==> src/rtl/periodic_coulomb_force_sum_macros.svh <==
// Assertion macros for the periodic Coulomb force sum block.
// They expect clk_i and rst_ni in the scope where they are used.
`ifndef PERIODIC_COULOMB_FORCE_SUM_MACROS_SVH
`define PERIODIC_COULOMB_FORCE_SUM_MACROS_SVH

// Antecedent implies consequent in the same cycle.
`define PCFS_ASSERT_IMP(lbl, ante, cons, msg) \
  lbl: assert property (@(posedge clk_i) disable iff (!rst_ni) (ante) |-> (cons)) \
    else $error(msg);

// Antecedent implies consequent in the following cycle.
`define PCFS_ASSERT_NXT(lbl, ante, cons, msg) \
  lbl: assert property (@(posedge clk_i) disable iff (!rst_ni) (ante) |=> (cons)) \
    else $error(msg);

`endif

==> src/rtl/pcfs_pkg.sv <==
// Shared types and constants of the periodic Coulomb force sum block.
// No dependencies; every other file but the macro header imports it.
`default_nettype none

package pcfs_pkg;

  // Request codes carried by req_type.
  typedef enum logic [1:0] {
    REQ_LOAD_ATOM    = 2'd0,
    REQ_LOAD_LATTICE = 2'd1,
    REQ_COMPUTE      = 2'd2
  } req_type_e;

  // Configuration register indexes.
  localparam int CFG_IDX_W = 3;
  localparam logic [CFG_IDX_W-1:0] CFG_ATOM_COUNT = 3'd0;
  localparam logic [CFG_IDX_W-1:0] CFG_REPEAT_A   = 3'd1;
  localparam logic [CFG_IDX_W-1:0] CFG_REPEAT_B   = 3'd2;
  localparam logic [CFG_IDX_W-1:0] CFG_REPEAT_C   = 3'd3;
  localparam logic [CFG_IDX_W-1:0] CFG_CUTOFF     = 3'd4;
  localparam int CFG_DATA_W = 32;

  localparam int SLOT_W     = 6;
  localparam int ATOM_CNT_W = 7;
  localparam logic [SLOT_W-1:0] LAT_SLOT_MAX = 6'd2;

  // Iteration counts of the serial units.
  localparam int SQRT_STEPS = 32;
  localparam int UDIV_STEPS = 31;
  localparam int MDIV_STEPS = 49;

  typedef struct packed {
    logic [1:0]         req_type;
    logic [5:0]         slot;
    logic signed [31:0] coord_x;
    logic signed [31:0] coord_y;
    logic signed [31:0] coord_z;
    logic signed [31:0] nucleus_charge;
    logic signed [31:0] electron_charge;
    logic signed [31:0] interstitial_density;
    logic [30:0]        cell_volume;
  } pcfs_in_t;

  typedef struct packed {
    logic [5:0]         atom_index;
    logic signed [47:0] force_x;
    logic signed [47:0] force_y;
    logic signed [47:0] force_z;
    logic               last;
  } pcfs_out_t;

  typedef enum logic [4:0] {
    S_IDLE, S_LD_WR, S_AT_RD, S_AT_LAT, S_PR_RD, S_PR_LAT, S_PR_CHK,
    S_SH_CHK, S_D_CMP, S_FAR, S_D2, S_LIM, S_SQRT, S_R2, S_U_INIT,
    S_U_DIV, S_MUL_LO, S_MUL_HI, S_M_INIT, S_M_DIV, S_ACC, S_NEXT, S_EMIT
  } ctrl_state_e;

  // Commands from the controller to the datapath.
  typedef struct packed {
    logic              in_load;
    logic              atom_wr;
    logic              lat_wr;
    logic              rd_en;
    logic [SLOT_W-1:0] addr;
    logic              own_lat;
    logic              pair_lat;
    logic              sh_init;
    logic              sh_step;
    logic              d_comp;
    logic              d2_clr;
    logic              d2_acc;
    logic              sq_init;
    logic              sq_step;
    logic              r2_ld;
    logic              ud_init;
    logic              md_init;
    logic              dv_step;
    logic              mul_lo;
    logic              mul_hi;
    logic              acc_add;
    logic [1:0]        comp;
  } pcfs_cmd_t;

  // Status from the datapath to the controller.
  typedef struct packed {
    logic                  sh_last;
    logic                  sh_zero;
    logic                  no_shift;
    logic                  q_zero;
    logic                  far;
    logic                  d2_skip;
    logic [ATOM_CNT_W-1:0] n_atoms;
  } pcfs_sts_t;

endpackage

`default_nettype wire

==> src/rtl/pcfs_ctrl.sv <==
// Controller state machine: sequences loads, the pair and shift walk,
// the serial units and the result handshake. Depends on pcfs_pkg.
`default_nettype none

module pcfs_ctrl #(
  parameter int MAX_ATOMS = 64
) (
  input  wire logic                        clk_i,
  input  wire logic                        rst_ni,
  input  wire logic                        in_valid_i,
  input  wire logic [1:0]                  in_req_i,
  input  wire logic [pcfs_pkg::SLOT_W-1:0] in_slot_i,
  output logic                             in_ready_o,
  input  wire logic                        out_ready_i,
  output logic                             out_valid_o,
  output logic                             out_last_o,
  output logic [pcfs_pkg::SLOT_W-1:0]      out_index_o,
  input  wire pcfs_pkg::pcfs_sts_t         sts_i,
  output pcfs_pkg::pcfs_cmd_t              cmd_o
);
  import pcfs_pkg::*;

  ctrl_state_e           state_q, state_d;
  logic [ATOM_CNT_W-1:0] i_q, j_q;
  logic [5:0]            cnt_q;
  logic [1:0]            comp_q;
  logic                  in_acc;
  logic                  i_last, j_last;
  logic                  slot_ok;
  logic                  j_adv;

  assign in_acc  = in_valid_i && (state_q == S_IDLE);
  assign i_last  = ((i_q + 7'd1) == sts_i.n_atoms);
  assign j_last  = ((j_q + 7'd1) == sts_i.n_atoms);
  assign slot_ok = ({1'b0, in_slot_i} < ATOM_CNT_W'(MAX_ATOMS));
  assign j_adv   = ((state_q == S_PR_CHK) && (sts_i.q_zero || sts_i.no_shift)) ||
                   ((state_q == S_NEXT) && sts_i.sh_last);

  // Next state.
  always_comb begin
    state_d = state_q;
    case (state_q)
      S_IDLE: begin
        if (in_acc) begin
          case (in_req_i)
            REQ_LOAD_ATOM: if (slot_ok) state_d = S_LD_WR;
            REQ_COMPUTE:   if (sts_i.n_atoms != '0) state_d = S_AT_RD;
            default: ;
          endcase
        end
      end
      S_LD_WR:  state_d = S_IDLE;
      S_AT_RD:  state_d = S_AT_LAT;
      S_AT_LAT: state_d = S_PR_RD;
      S_PR_RD:  state_d = S_PR_LAT;
      S_PR_LAT: state_d = S_PR_CHK;
      S_PR_CHK: begin
        if (sts_i.q_zero || sts_i.no_shift) begin
          state_d = j_last ? S_EMIT : S_PR_RD;
        end else begin
          state_d = S_SH_CHK;
        end
      end
      S_SH_CHK: state_d = ((i_q == j_q) && sts_i.sh_zero) ? S_NEXT : S_D_CMP;
      S_D_CMP:  if (comp_q == 2'd2) state_d = S_FAR;
      S_FAR:    state_d = sts_i.far ? S_NEXT : S_D2;
      S_D2:     if (comp_q == 2'd2) state_d = S_LIM;
      S_LIM:    state_d = sts_i.d2_skip ? S_NEXT : S_SQRT;
      S_SQRT:   if (cnt_q == 6'(SQRT_STEPS - 1)) state_d = S_R2;
      S_R2:     state_d = S_U_INIT;
      S_U_INIT: state_d = S_U_DIV;
      S_U_DIV:  if (cnt_q == 6'(UDIV_STEPS - 1)) state_d = S_MUL_LO;
      S_MUL_LO: state_d = S_MUL_HI;
      S_MUL_HI: state_d = S_M_INIT;
      S_M_INIT: state_d = S_M_DIV;
      S_M_DIV:  if (cnt_q == 6'(MDIV_STEPS - 1)) state_d = S_ACC;
      S_ACC:    state_d = (comp_q == 2'd2) ? S_NEXT : S_U_INIT;
      S_NEXT: begin
        if (sts_i.sh_last) begin
          state_d = j_last ? S_EMIT : S_PR_RD;
        end else begin
          state_d = S_SH_CHK;
        end
      end
      S_EMIT:   if (out_ready_i) state_d = i_last ? S_IDLE : S_AT_RD;
      default:  state_d = S_IDLE;
    endcase
  end

  // Commands and handshake outputs.
  always_comb begin
    cmd_o       = '0;
    cmd_o.comp  = comp_q;
    in_ready_o  = 1'b0;
    out_valid_o = 1'b0;
    case (state_q)
      S_IDLE: begin
        in_ready_o    = 1'b1;
        cmd_o.in_load = in_acc && (in_req_i == REQ_LOAD_ATOM);
        cmd_o.lat_wr  = in_acc && (in_req_i == REQ_LOAD_LATTICE) &&
                        (in_slot_i <= LAT_SLOT_MAX);
      end
      S_LD_WR:  cmd_o.atom_wr = 1'b1;
      S_AT_RD: begin
        cmd_o.rd_en = 1'b1;
        cmd_o.addr  = i_q[SLOT_W-1:0];
      end
      S_AT_LAT: cmd_o.own_lat = 1'b1;
      S_PR_RD: begin
        cmd_o.rd_en = 1'b1;
        cmd_o.addr  = j_q[SLOT_W-1:0];
      end
      S_PR_LAT: begin
        cmd_o.pair_lat = 1'b1;
        cmd_o.sh_init  = 1'b1;
      end
      S_D_CMP:  cmd_o.d_comp  = 1'b1;
      S_FAR:    cmd_o.d2_clr  = 1'b1;
      S_D2:     cmd_o.d2_acc  = 1'b1;
      S_LIM:    cmd_o.sq_init = 1'b1;
      S_SQRT:   cmd_o.sq_step = 1'b1;
      S_R2:     cmd_o.r2_ld   = 1'b1;
      S_U_INIT: cmd_o.ud_init = 1'b1;
      S_U_DIV:  cmd_o.dv_step = 1'b1;
      S_MUL_LO: cmd_o.mul_lo  = 1'b1;
      S_MUL_HI: cmd_o.mul_hi  = 1'b1;
      S_M_INIT: cmd_o.md_init = 1'b1;
      S_M_DIV:  cmd_o.dv_step = 1'b1;
      S_ACC:    cmd_o.acc_add = 1'b1;
      S_NEXT:   cmd_o.sh_step = !sts_i.sh_last;
      S_EMIT:   out_valid_o   = 1'b1;
      default: ;
    endcase
  end

  assign out_last_o  = i_last;
  assign out_index_o = i_q[SLOT_W-1:0];

  // State, atom and pair counters, step and component counters.
  always_ff @(posedge clk_i or negedge rst_ni) begin
    if (!rst_ni) begin
      state_q <= S_IDLE;
      i_q     <= '0;
      j_q     <= '0;
      cnt_q   <= '0;
      comp_q  <= '0;
    end else begin
      state_q <= state_d;
      if ((state_q == S_SQRT) || (state_q == S_U_DIV) || (state_q == S_M_DIV)) begin
        cnt_q <= cnt_q + 6'd1;
      end else begin
        cnt_q <= '0;
      end
      case (state_q)
        S_D_CMP, S_D2, S_ACC: comp_q <= (comp_q == 2'd2) ? 2'd0 : comp_q + 2'd1;
        S_SH_CHK, S_LIM:      comp_q <= 2'd0;
        default: ;
      endcase
      if (in_acc && (in_req_i == REQ_COMPUTE)) begin
        i_q <= '0;
      end else if ((state_q == S_EMIT) && out_ready_i) begin
        i_q <= i_q + 7'd1;
      end
      if (state_q == S_AT_LAT) begin
        j_q <= '0;
      end else if (j_adv) begin
        j_q <= j_q + 7'd1;
      end
    end
  end

endmodule

`default_nettype wire

==> config.mk <==
export PLATFORM = sky130hd
export DESIGN_NAME = pcfs_ctrl
export DESIGN_NICKNAME = d
export VERILOG_FILES = /design/src/rtl/periodic_coulomb_force_sum_macros.svh /design/src/rtl/pcfs_pkg.sv /design/src/rtl/pcfs_ctrl.sv
export SDC_FILE = /design/constraint.sdc
export NUM_CORES = 1
export LEC_CHECK = 0
export ABC_AREA = 1
export CAP_MARGIN = 20
export CORE_AREA = 10 10 88 90
export CTS_BUF_LIST = sky130_fd_sc_hd__clkbuf_8 sky130_fd_sc_hd__clkbuf_16
export DETAILED_ROUTE_END_ITERATION = 8
export DIE_AREA = 0 0 98 100
export DONT_BUFFER_PORTS = 1
export SLEW_MARGIN = 20
export SYNTH_ARGS = -nofsm -noshare
export SYNTH_HDL_FRONTEND = slang
export SYNTH_SLANG_ARGS = --single-unit
==> constraint.sdc <==
create_clock -name clk_i -period 1.5 [get_ports clk_i]
set_input_delay 0.15 -clock clk_i [delete_from_list [all_inputs] [get_ports clk_i]]
set_output_delay 0.15 -clock clk_i [all_outputs]
set_load 0.005 [all_outputs]
## Word-level counts from Yosys, hierarchy flattened

Cells that the tools add are included.

- Register bits after elaboration: 27
- Bits of input ports: 25
- Output and inout bits: 37

- Add/subtract/negate cells: 4
- Order comparisons: 1
- Eq/ne operators: 40
- Multiplexer cells: 46
- Reduce and logical (&&, ||, !) cells: 24

Operator list:

| kind | number |
|---|---|
| 5-bit one-hot mux with 22 select lines | 1 |
| 5-bit two-way mux | 15 |
| 5-bit by 4-bit == test with 1-bit output, second input constant | 8 |
| 5-bit == test, second input constant | 7 |
| 7-bit two-way mux | 4 |
| 7-bit == test | 3 |
| 5-bit by 3-bit == test with 1-bit output, second input constant | 4 |
| 1-bit two-way mux | 19 |
| 7-bit by 1-bit adder with 7-bit output, second input constant | 2 |
| 2-bit inequality test, second input constant | 7 |
| 7-bit one-hot mux with 2 select lines | 1 |
| 6-bit by 5-bit == test with 1-bit output, second input constant | 2 |
| 5-bit by 2-bit == test with 1-bit output, second input constant | 2 |
| 5-bit one-hot mux with 2 select lines | 1 |
| 1-bit logical AND | 9 |
| 9-bit AND reduction | 1 |
| 7-bit nonzero test | 1 |
| 6-bit by 1-bit adder with 6-bit output, second input constant | 1 |
| 6-bit == test, second input constant | 1 |
| 6-bit by 2-bit less-or-equal comparator with 1-bit output, second input constant | 1 |
| 2-bit two-way mux | 3 |
| 6-bit two-way mux | 1 |
| 2-bit nonzero test | 3 |
| 5-bit by 1-bit == test with 1-bit output, second input constant | 1 |
| 12 further kinds | 17 |

## Depth between registers and ports, before layout

Gate-level depths: netlist of the first run.

- Depth in word-level cells: 5
- Depth in mapped cells: 13
- Mapped depth without buffers: 13

## Worst setup path before layout of the first run

OpenSTA, ideal clock, no wires.

- Kind: reg2reg
- Start point: reg state_q[0]
- End point: reg i_q[5]
- Data arrival time: 1.376 ns
- Slack: -0.003 ns
- Stages on the path, launching flop included: 7
- Buffers on the path: 0
- Clock period less this slack: 1.503 ns
- Cell sequence: dfrtp_1 -> nor2_1 -> nand3_1 -> inv_1 -> nand3_1 -> nand2_1 -> o21ai_0

- Cells in the longest elaborated chain, start to end: 4
- Elaborated cells between the ends (all ways): 7

RTL lines:

| element | RTL line | text |
|---|---|---|
| start: declaration | pcfs_ctrl.sv:23 | `ctrl_state_e state_q, state_d;` |
| start signal: assignment | pcfs_ctrl.sv:148 | `state_q <= state_d;` |
| 5-bit logical NOT | pcfs_ctrl.sv:32 | `assign in_acc = in_valid_i && (state_q == S_IDLE);` |
| 1-bit logical AND | pcfs_ctrl.sv:32 |  |
| 1-bit logical AND | pcfs_ctrl.sv:159 | `if (in_acc && (in_req_i == REQ_COMPUTE)) begin` |
| 7-bit two-way mux or 2-bit nonzero test (tied branches) | -- |  |
| end signal: assignment | pcfs_ctrl.sv:162 | `i_q <= i_q + 7'd1;` |
| end: declaration | pcfs_ctrl.sv:24 | `logic [ATOM_CNT_W-1:0] i_q, j_q;` |

Parallel ways exist; a longest one is shown, timed or not.
A chain may end at the register's enable or synchronous reset.

## Worst setup path after layout of the first run

- Start point: reg state_q[2]
- End point: reg state_q[1]

- Cells in the longest elaborated chain, start to end: 4
- Elaborated cells between the ends (all ways): 34

RTL lines:

| element | RTL line |
|---|---|
| 5-bit logical NOT | pcfs_ctrl.sv:32, pcfs_ctrl.sv:42 |
| 1-bit logical AND | pcfs_ctrl.sv:32 |
| 2-bit inequality test (no line) | -- |
| 9-bit AND reduction (no line) | -- |

Parallel ways exist; a longest one is shown, timed or not.

==> results of run 1 <==
[per-stage QoR]
stage / util (%) / cell area, um2 / std cells / hold slack (ps) / setup WS (ps)
2_1_floorplan: - / 2350 / 368 / -146 / 1.45
3_3_place_gp: 51.1 / 3130 / 535 / -145 / -205
3_5_place_dp: 51.1 / 3130 / 535 / -145 / -219
4_1_cts: 63.7 / 3910 / 559 / 122 / -314
5_1_grt: 69.7 / 4280 / 572 / 130 / -564
6_report: 69.7 / 4280 / 572 / 129 / -491
[synth_stat cells (all sizes together)]
cell type / instances / share of area (%)
nor3: 9 / 2.1
dfrtp: 27 / 29
a22oi: 1 / 0.32
nor4: 3 / 0.80
a31oi: 1 / 0.27
o22ai: 11 / 2.9
nor3b: 2 / 0.64
a21oi: 6 / 1.3
nand2: 84 / 14
o211a: 1 / 0.43
o21a: 2 / 0.64
o211ai: 1 / 0.32
ha: 5 / 2.7
a41oi: 1 / 0.37
nand4: 13 / 3.5
buf: 10 / 2.9
xnor2: 2 / 0.75
nor2: 51 / 8.6
xor2: 8 / 3.0
nand3: 47 / 10
inv: 59 / 9.4
and3: 1 / 0.27
xnor3: 1 / 0.96
o21ai: 22 / 5.2
[power by group through the flow]
stage	combinational [W]	clock [W]	sequential, W
2_1_floorplan	0.00168	0	0.00117
3_3_place_gp	0.00296	0	0.00120
3_5_place_dp	0.00299	0	0.00121
4_1_cts	0.00421	0.000467	0.00125
5_1_grt	0.00548	0.000498	0.00132
6_report	0.00515	0.000463	0.00128
[area by class of cell]
cell class                      instances  area [um2]  area share [%]
Timing Repair Buffer                  133        1220            28.7
Sequential cell                        27         684            16.0
Clock buffer                            3        41.3           0.966
Tap cell                               77        96.3            2.25
Inverter                               59         241            5.65
Clock inverter                          1        7.51           0.176
Multi-Input combinational cell        272        1980            46.3
[layer usage]
metal | vias to the layer above | track usage [%] | share of wire [%]
met5 | - | 0 | 0
met4 | 0 | 7.72 | 4.1
met3 | 41 | 5.01 | 5.7
met2 | 123 | 35.7 | 54
met1 | 1515 | 18.6 | 36
li1 | 1465 | - | -
[registers in the layout, indices dropped and copies added (netlist names)]
name and count:
cnt_q 6, state_q 5, i_q 7, j_q 7
comp_q 2
[placed cells by master, fill, tap and decap left out, types with 2 or more instances in the layout]
cell type  Yosys  layout
nor3_4         0       3
xor2_1         8       8
ha_1           5       4
nand4_1       13      13
o21ai_0       18       2
dfrtp_2        0       7
inv_2          1      15
nor3_2         1       2
nand3_2        2      15
a21oi_1        6       6
o21a_1         2       2
nor2_2         1      12
inv_1         58      37
clkbuf_8       0       3
inv_4          0       6
nand3_1       45      29
nand3_4        0       3
o21ai_2        3       4
dfrtp_1       27      20
o21ai_4        0       4
nand2_2        1      13
nor3_1         8       4
buf_4          7      77
nor2_4         1      19
o21ai_1        1      12
buf_12         0       2
nor2_1        49      20
nand2_4        0       9
nor3b_2        0       2
nand2_1       83      61
xnor2_1        2       2
o22ai_1       11       2
buf_6          0      53
o22ai_2        0       4
o22ai_4        0       5
nor4_1         3       3
[worst max-delay path by stage]
stage                                         to  cells after the start  slack, ps                    from
final                     state_q[1]$_DFFE_PN0P_                     11       -490  state_q[2]$_DFFE_PN0P_
after global routing      state_q[1]$_DFFE_PN0P_                     12       -560  state_q[0]$_DFFE_PN0P_
after CTS                             out_last_o                      7       -310      i_q[1]$_DFFE_PN0P_
after detailed placement  state_q[1]$_DFFE_PN0P_                     12       -220      i_q[0]$_DFFE_PN0P_
after global placement    state_q[1]$_DFFE_PN0P_                     10       -200      i_q[0]$_DFFE_PN0P_
after floorplan           state_q[1]$_DFFE_PN0P_                     12          1      j_q[0]$_DFFE_PN0P_
[repair_timing]
item                                   4_1_cts  5_1_grt
pin swaps                                   32       40
endpoints found under the hold margin       27        0
resized for setup                          169       73
setup endpoints to repair                   56       56
hold buffers                                 2        0
setup buffers                               21       17
[cell families after synthesis]
kind of cell,after synthesis
XOR/XNOR,11
adder cells (fa/ha/maj),5
AND/OR/NAND/NOR,210
buffers and inverters,69
flip-flops,27
AO/OA/AOI/OAI,46
[tightest hold or removal path, cell delays in order]
cell and delay [ps]:
nand2_4 70, nand2_8 110, o21ai_2 50
==> impl_metrics.csv, run 1 <==
group,metric,value,unit
status,status,"finished, violations left",
status,violations,"negative setup slack",
clock_network,tritoncts.num_buffers,3,
timing,relSlewSlack,75.5,%
critical_path,crit_path_frequent_cell,"nand2_2",
clock_network,cts_max_level,1,
cells_and_area,area_growth,82.0,%
die,die_h,100,um
critical_path,path_max_fanout,4,
synth,yosys.area_share.simple,39.9,%
critical_path,critical_path.slowest_cell,"dfrtp_2",
place,numPortBuffers,0,
die,fp.dieW,98,um
die,io_pins,62,
worst_hold_path,min_path_cells,3,
synth,syn_inst,368,
detailed_routing,vias,3144,
timing,finalHoldViolCount,0,
global_route,grt_max_degree,28,
place,gp_congestion,0.961,
global_route,grt_usage,18.7,%
power_and_ir_drop,p_total,0.00690,W
detailed_routing,drc_errors,0,
critical_path,r2r_end,"state_q[1]$_DFFE_PN0P_",
timing,worst_pin_slew,364,ps
synth,synth_compound_area_share,11.7,%
global_route,grt_pass1_vias,3186,
critical_path,crit_arrival,2220,ps
synth,yosys.area_share.adder,2.66,%
critical_path,max_stage_delay,430,ps
synth,synth_xor_area_share,4.69,%
critical_path,cp-start-kind,"register",
critical_path,reg2reg_depth,11,
critical_path,cp_cell_sequence,"inv_2 > buf_6 > nor3_4 > nand2_2 > buf_4 > buf_4 > nand2_1 > nand4_1 > nand3_2 > nand2_2 > nand2_2",
detailed_routing,via_per_inst,5.50,
die,initial_core_util,38.3,%
timing,skew,8.29,ps
critical_path,critPathRequiredTime,1730,ps
timing,fmax,0.502,GHz
worst_hold_path,hp-class,"input port to register",
detailed_routing,first_pass_iters,4,
power_and_ir_drop,clkPwrFrac,6.7,%
synth,yosysWarnings,0,
global_route,grt_pass1_wl,15300,um
critical_path,critPathTopFamily,"simple AND/OR/NAND/NOR gates",
power_and_ir_drop,switching_share,48.5,%
clock_network,cts_root_buf,"clkbuf_8",
synth,yosys_register_bits,27,
critical_path,critPathBufInv,4,
synth,synth_top_family_by_area,"simple AND/OR/NAND/NOR gates",
timing,tns,-10570,ps
synth,synthesis.nets,398,
cells_and_area,final_nets,526,
global_route,overflow,0,
power_and_ir_drop,power.switching,0.00335,W
power_and_ir_drop,p_leak,2.03,nW
synth,synth.distinct_cells,33,
clock_network,clkTransAtPathRegs,110,ps
die,dieArea,0.00980,mm2
cells_and_area,fillers,454,
worst_hold_path,hold_path_end,"i_q[0]$_DFFE_PN0P_",
global_route,antenna_found_initial,0,
timing,rsz0062_at_grt,"true",
timing,slew_viol_final,0,
worst_hold_path,holdCritStartpoint,"out_ready_i",
clock_network,cts_max_path_buffers,2,
timing,period_share,133,%
timing,final-setup-viol-count,50,
synth,synth_mux_area_share,0,%
clock_network,insertion_delay,290,ps
critical_path,timing.rr.start,"state_q[2]$_DFFE_PN0P_",
critical_path,r2r_setup_slack,-490,ps
power_and_ir_drop,peakVddDrop,1.01,mV
power_and_ir_drop,p_int,0.00355,W
detailed_routing,ant_nets,0,
timing,layout_min_cycle_time,1990,ps
detailed_routing,wl_per_cell,18.8,um
synth,avgSynthCellArea,6.38,um2
detailed_routing,wirelength,10700,um
critical_path,worstSetupPathType,"register to register",
critical_path,endpoint_kind,"register",
place,hpwl,6540,um
clock_network,clock_sinks,27,
die,core_area,0.00613,mm2
timing,fin_ws,-491,ps
clock_network,cts_tree,"built",
run,max_cap_violations,0,
cells_and_area,diodes,0,
die,rows,29,
power_and_ir_drop,pwr-share-comb,74.7,%
detailed_routing,drt_iter0_drc,129,
synth,synth-seq-area-share,28.8,%
synth,syn_area,0.00235,mm2
power_and_ir_drop,powerDensity,1610,mW/mm2
cells_and_area,drive_gt1_share,53.3,%
power_and_ir_drop,power_frac_seq,18.6,%
Note: power is estimated with default switching activity, not from simulation.
==> run 2, diff against run 1 <==
==> constraint.sdc (replaced) <==
create_clock -name clk_i -period 1.5 [get_ports clk_i]
set_input_delay 0.3 -clock clk_i [delete_from_list [all_inputs] [get_ports clk_i]]
set_output_delay 0.3 -clock clk_i [all_outputs]
set_load 0.005 [all_outputs]
==> impl_metrics.csv, run 2 (synthesis gave the netlist of run 1 again) <==
group,metric,value,unit
cells_and_area,fillers,418,
timing,worst_pin_slew,511,ps
critical_path,r2r_setup_slack,-530,ps
clock_network,cts_tree,"built",
clock_network,cts_max_level,1,
detailed_routing,drt_iter0_drc,199,
place,gp_congestion,0.934,
critical_path,path_max_fanout,4,
cells_and_area,final_nets,541,
power_and_ir_drop,powerDensity,1720,mW/mm2
detailed_routing,via_per_inst,5.75,
timing,slew_viol_final,0,
power_and_ir_drop,pwr-share-comb,77.1,%
timing,fin_ws,-525,ps
global_route,grt_pass1_vias,3241,
clock_network,clkTransAtPathRegs,110,ps
die,io_pins,62,
cells_and_area,final-seq-area,686,um2
power_and_ir_drop,p_int,0.00407,W
cells_and_area,multi_input_area,0.00203,mm2
cells_and_area,final_cell_mix,"buf_4 (80), nand2_1 (62), buf_6 (62)",
cells_and_area,diodes,0,
timing,relSlewSlack,65.6,%
cells_and_area,fin_area,0.00452,mm2
clock_network,tritoncts.num_buffers,3,
clock_network,insertion_delay,290,ps
global_route,antenna_found_initial,0,
critical_path,endpoint_kind,"register",
worst_hold_path,hp-class,"input port to register",
cells_and_area,reg_top3,"i_q (7), j_q (7), cnt_q (6)",
global_route,grt_usage,19.6,%
detailed_routing,drc_errors,0,
critical_path,timing.rr.start,"state_q[0]$_DFFE_PN0P_",
timing,period_share,135,%
die,fp.dieW,98,um
timing,skew,5.99,ps
critical_path,crit_arrival,2220,ps
timing,layout_min_cycle_time,2030,ps
cells_and_area,final_common_cell,"buf_4",
timing,rsz0062_at_grt,"true",
detailed_routing,wl_per_cell,20.7,um
run,max_cap_violations,0,
critical_path,cp_cell_sequence,"buf_6 > inv_4 > nor2_4 > buf_4 > nand2_8 > o21ai_0 > nor3_2 > nand3_1 > nor2_1 > nand3_2 > nand2_2 > nand2_1",
cells_and_area,area_growth,92.5,%
place,numPortBuffers,0,
power_and_ir_drop,peakVddDrop,1.37,mV
power_and_ir_drop,clkPwrFrac,6.0,%
place,hpwl,6590,um
place,postPlaceCellArea,0.00309,mm2
detailed_routing,vias,3374,
die,die_h,100,um
power_and_ir_drop,p_leak,2.12,nW
timing,final-setup-viol-count,56,
timing,finalHoldViolCount,0,
die,initial_core_util,38.3,%
worst_hold_path,min_path_cells,3,
timing,fmax,0.494,GHz
cells_and_area,drive_gt1_share,53.9,%
critical_path,cp-start-kind,"register",
power_and_ir_drop,power.switching,0.00370,W
critical_path,critical_path.slowest_cell,"dfrtp_2",
critical_path,reg2reg_depth,12,
clock_network,cts_root_buf,"clkbuf_8",
global_route,grt_max_degree,28,
global_route,grt_pass1_wl,16000,um
worst_hold_path,hold_path_end,"i_q[1]$_DFFE_PN0P_",
critical_path,r2r_end,"state_q[1]$_DFFE_PN0P_",
status,violations,"negative setup slack",
detailed_routing,wirelength,12200,um
timing,whs,277,ps
critical_path,worstSetupPathType,"register to register",
critical_path,critPathRequiredTime,1690,ps
worst_hold_path,holdCritStartpoint,"in_valid_i",
power_and_ir_drop,power_frac_seq,16.9,%
status,status,"finished, violations left",
die,rows,29,
detailed_routing,first_pass_iters,5,
critical_path,critPathTopFamily,"simple AND/OR/NAND/NOR gates",
critical_path,critPathBufInv,3,
global_route,overflow,0,
die,dieArea,0.00980,mm2
clock_network,clock_sinks,27,
clock_network,cts_max_path_buffers,2,
power_and_ir_drop,switching_share,47.6,%
die,core_area,0.00613,mm2
detailed_routing,ant_nets,0,
critical_path,max_stage_delay,480,ps
run 2: worst reg2reg max path, stage by stage (launching register included):
cell and delay, ps:
dfrtp_2 480, buf_6 140, inv_4 50, nor2_4 30
buf_4 170, nand2_8 90, o21ai_0 130, nor3_2 220
nand3_1 150, nor2_1 200, nand3_2 120, nand2_2 70
nand2_1 50
run 2: through the flow:
stage / std cells / TNS (ps) / setup WS [ps] / total power (W) / util [%]
global placement: 527 / -3510 / -157 / 0.00423 / 50.4
finish: 587 / -16150 / -525 / 0.00777 / 73.7
global route: 587 / -18430 / -545 / 0.00816 / 73.7
detailed placement: 527 / -4940 / -183 / 0.00427 / 50.4
CTS: 567 / -10010 / -396 / 0.00621 / 64.6
floorplan: 368 / 0 / 1.45 / 0.00289 / -
run 2: layout make-up:
type                       count  share of cell area, %
clock buffer                   3                  0.913
clock inverter                 1                  0.166
inverter                      59                   5.56
multi-input combinational    272                   44.9
sequential                    27                   15.2
tap                           77                   2.13
timing repair buffer         148                   31.2
run 2: metal layers:
metal	vias up	GRT usage, %	part of all wire, %
met5	-	0	0
met4	0	8.84	6.7
met3	71	5.43	6.8
met2	173	35.1	52
met1	1631	20.9	35
li1	1499	-	-
run 2: how the worst max path moves through the flow:
stage | from | endpoint | cells after the start
6_report | state_q[0]$_DFFE_PN0P_ | state_q[1]$_DFFE_PN0P_ | 12
5_1_grt | state_q[0]$_DFFE_PN0P_ | state_q[0]$_DFFE_PN0P_ | 10
4_1_cts | i_q[1]$_DFFE_PN0P_ | out_last_o | 8
3_5_place_dp | state_q[1]$_DFFE_PN0P_ | cmd_o[19] | 5
3_3_place_gp | i_q[1]$_DFFE_PN0P_ | state_q[2]$_DFFE_PN0P_ | 11
2_1_floorplan | j_q[0]$_DFFE_PN0P_ | state_q[1]$_DFFE_PN0P_ | 12
run 2: power groups by stage:
stage | clock, W | sequential (W) | combinational (W)
floorplan | 0 | 0.00119 | 0.00170
global placement | 0 | 0.00123 | 0.00300
detailed placement | 0 | 0.00125 | 0.00302
CTS | 0.000451 | 0.00127 | 0.00449
global route | 0.000494 | 0.00133 | 0.00633
finish | 0.000470 | 0.00131 | 0.00599
run 2: repair_timing:
item,CTS,global route
setup endpoints to repair,56,53
pin swaps,41,50
resized for setup,165,93
buffers inserted,38,25
endpoints found under the hold margin,27,0
hold buffers,2,0
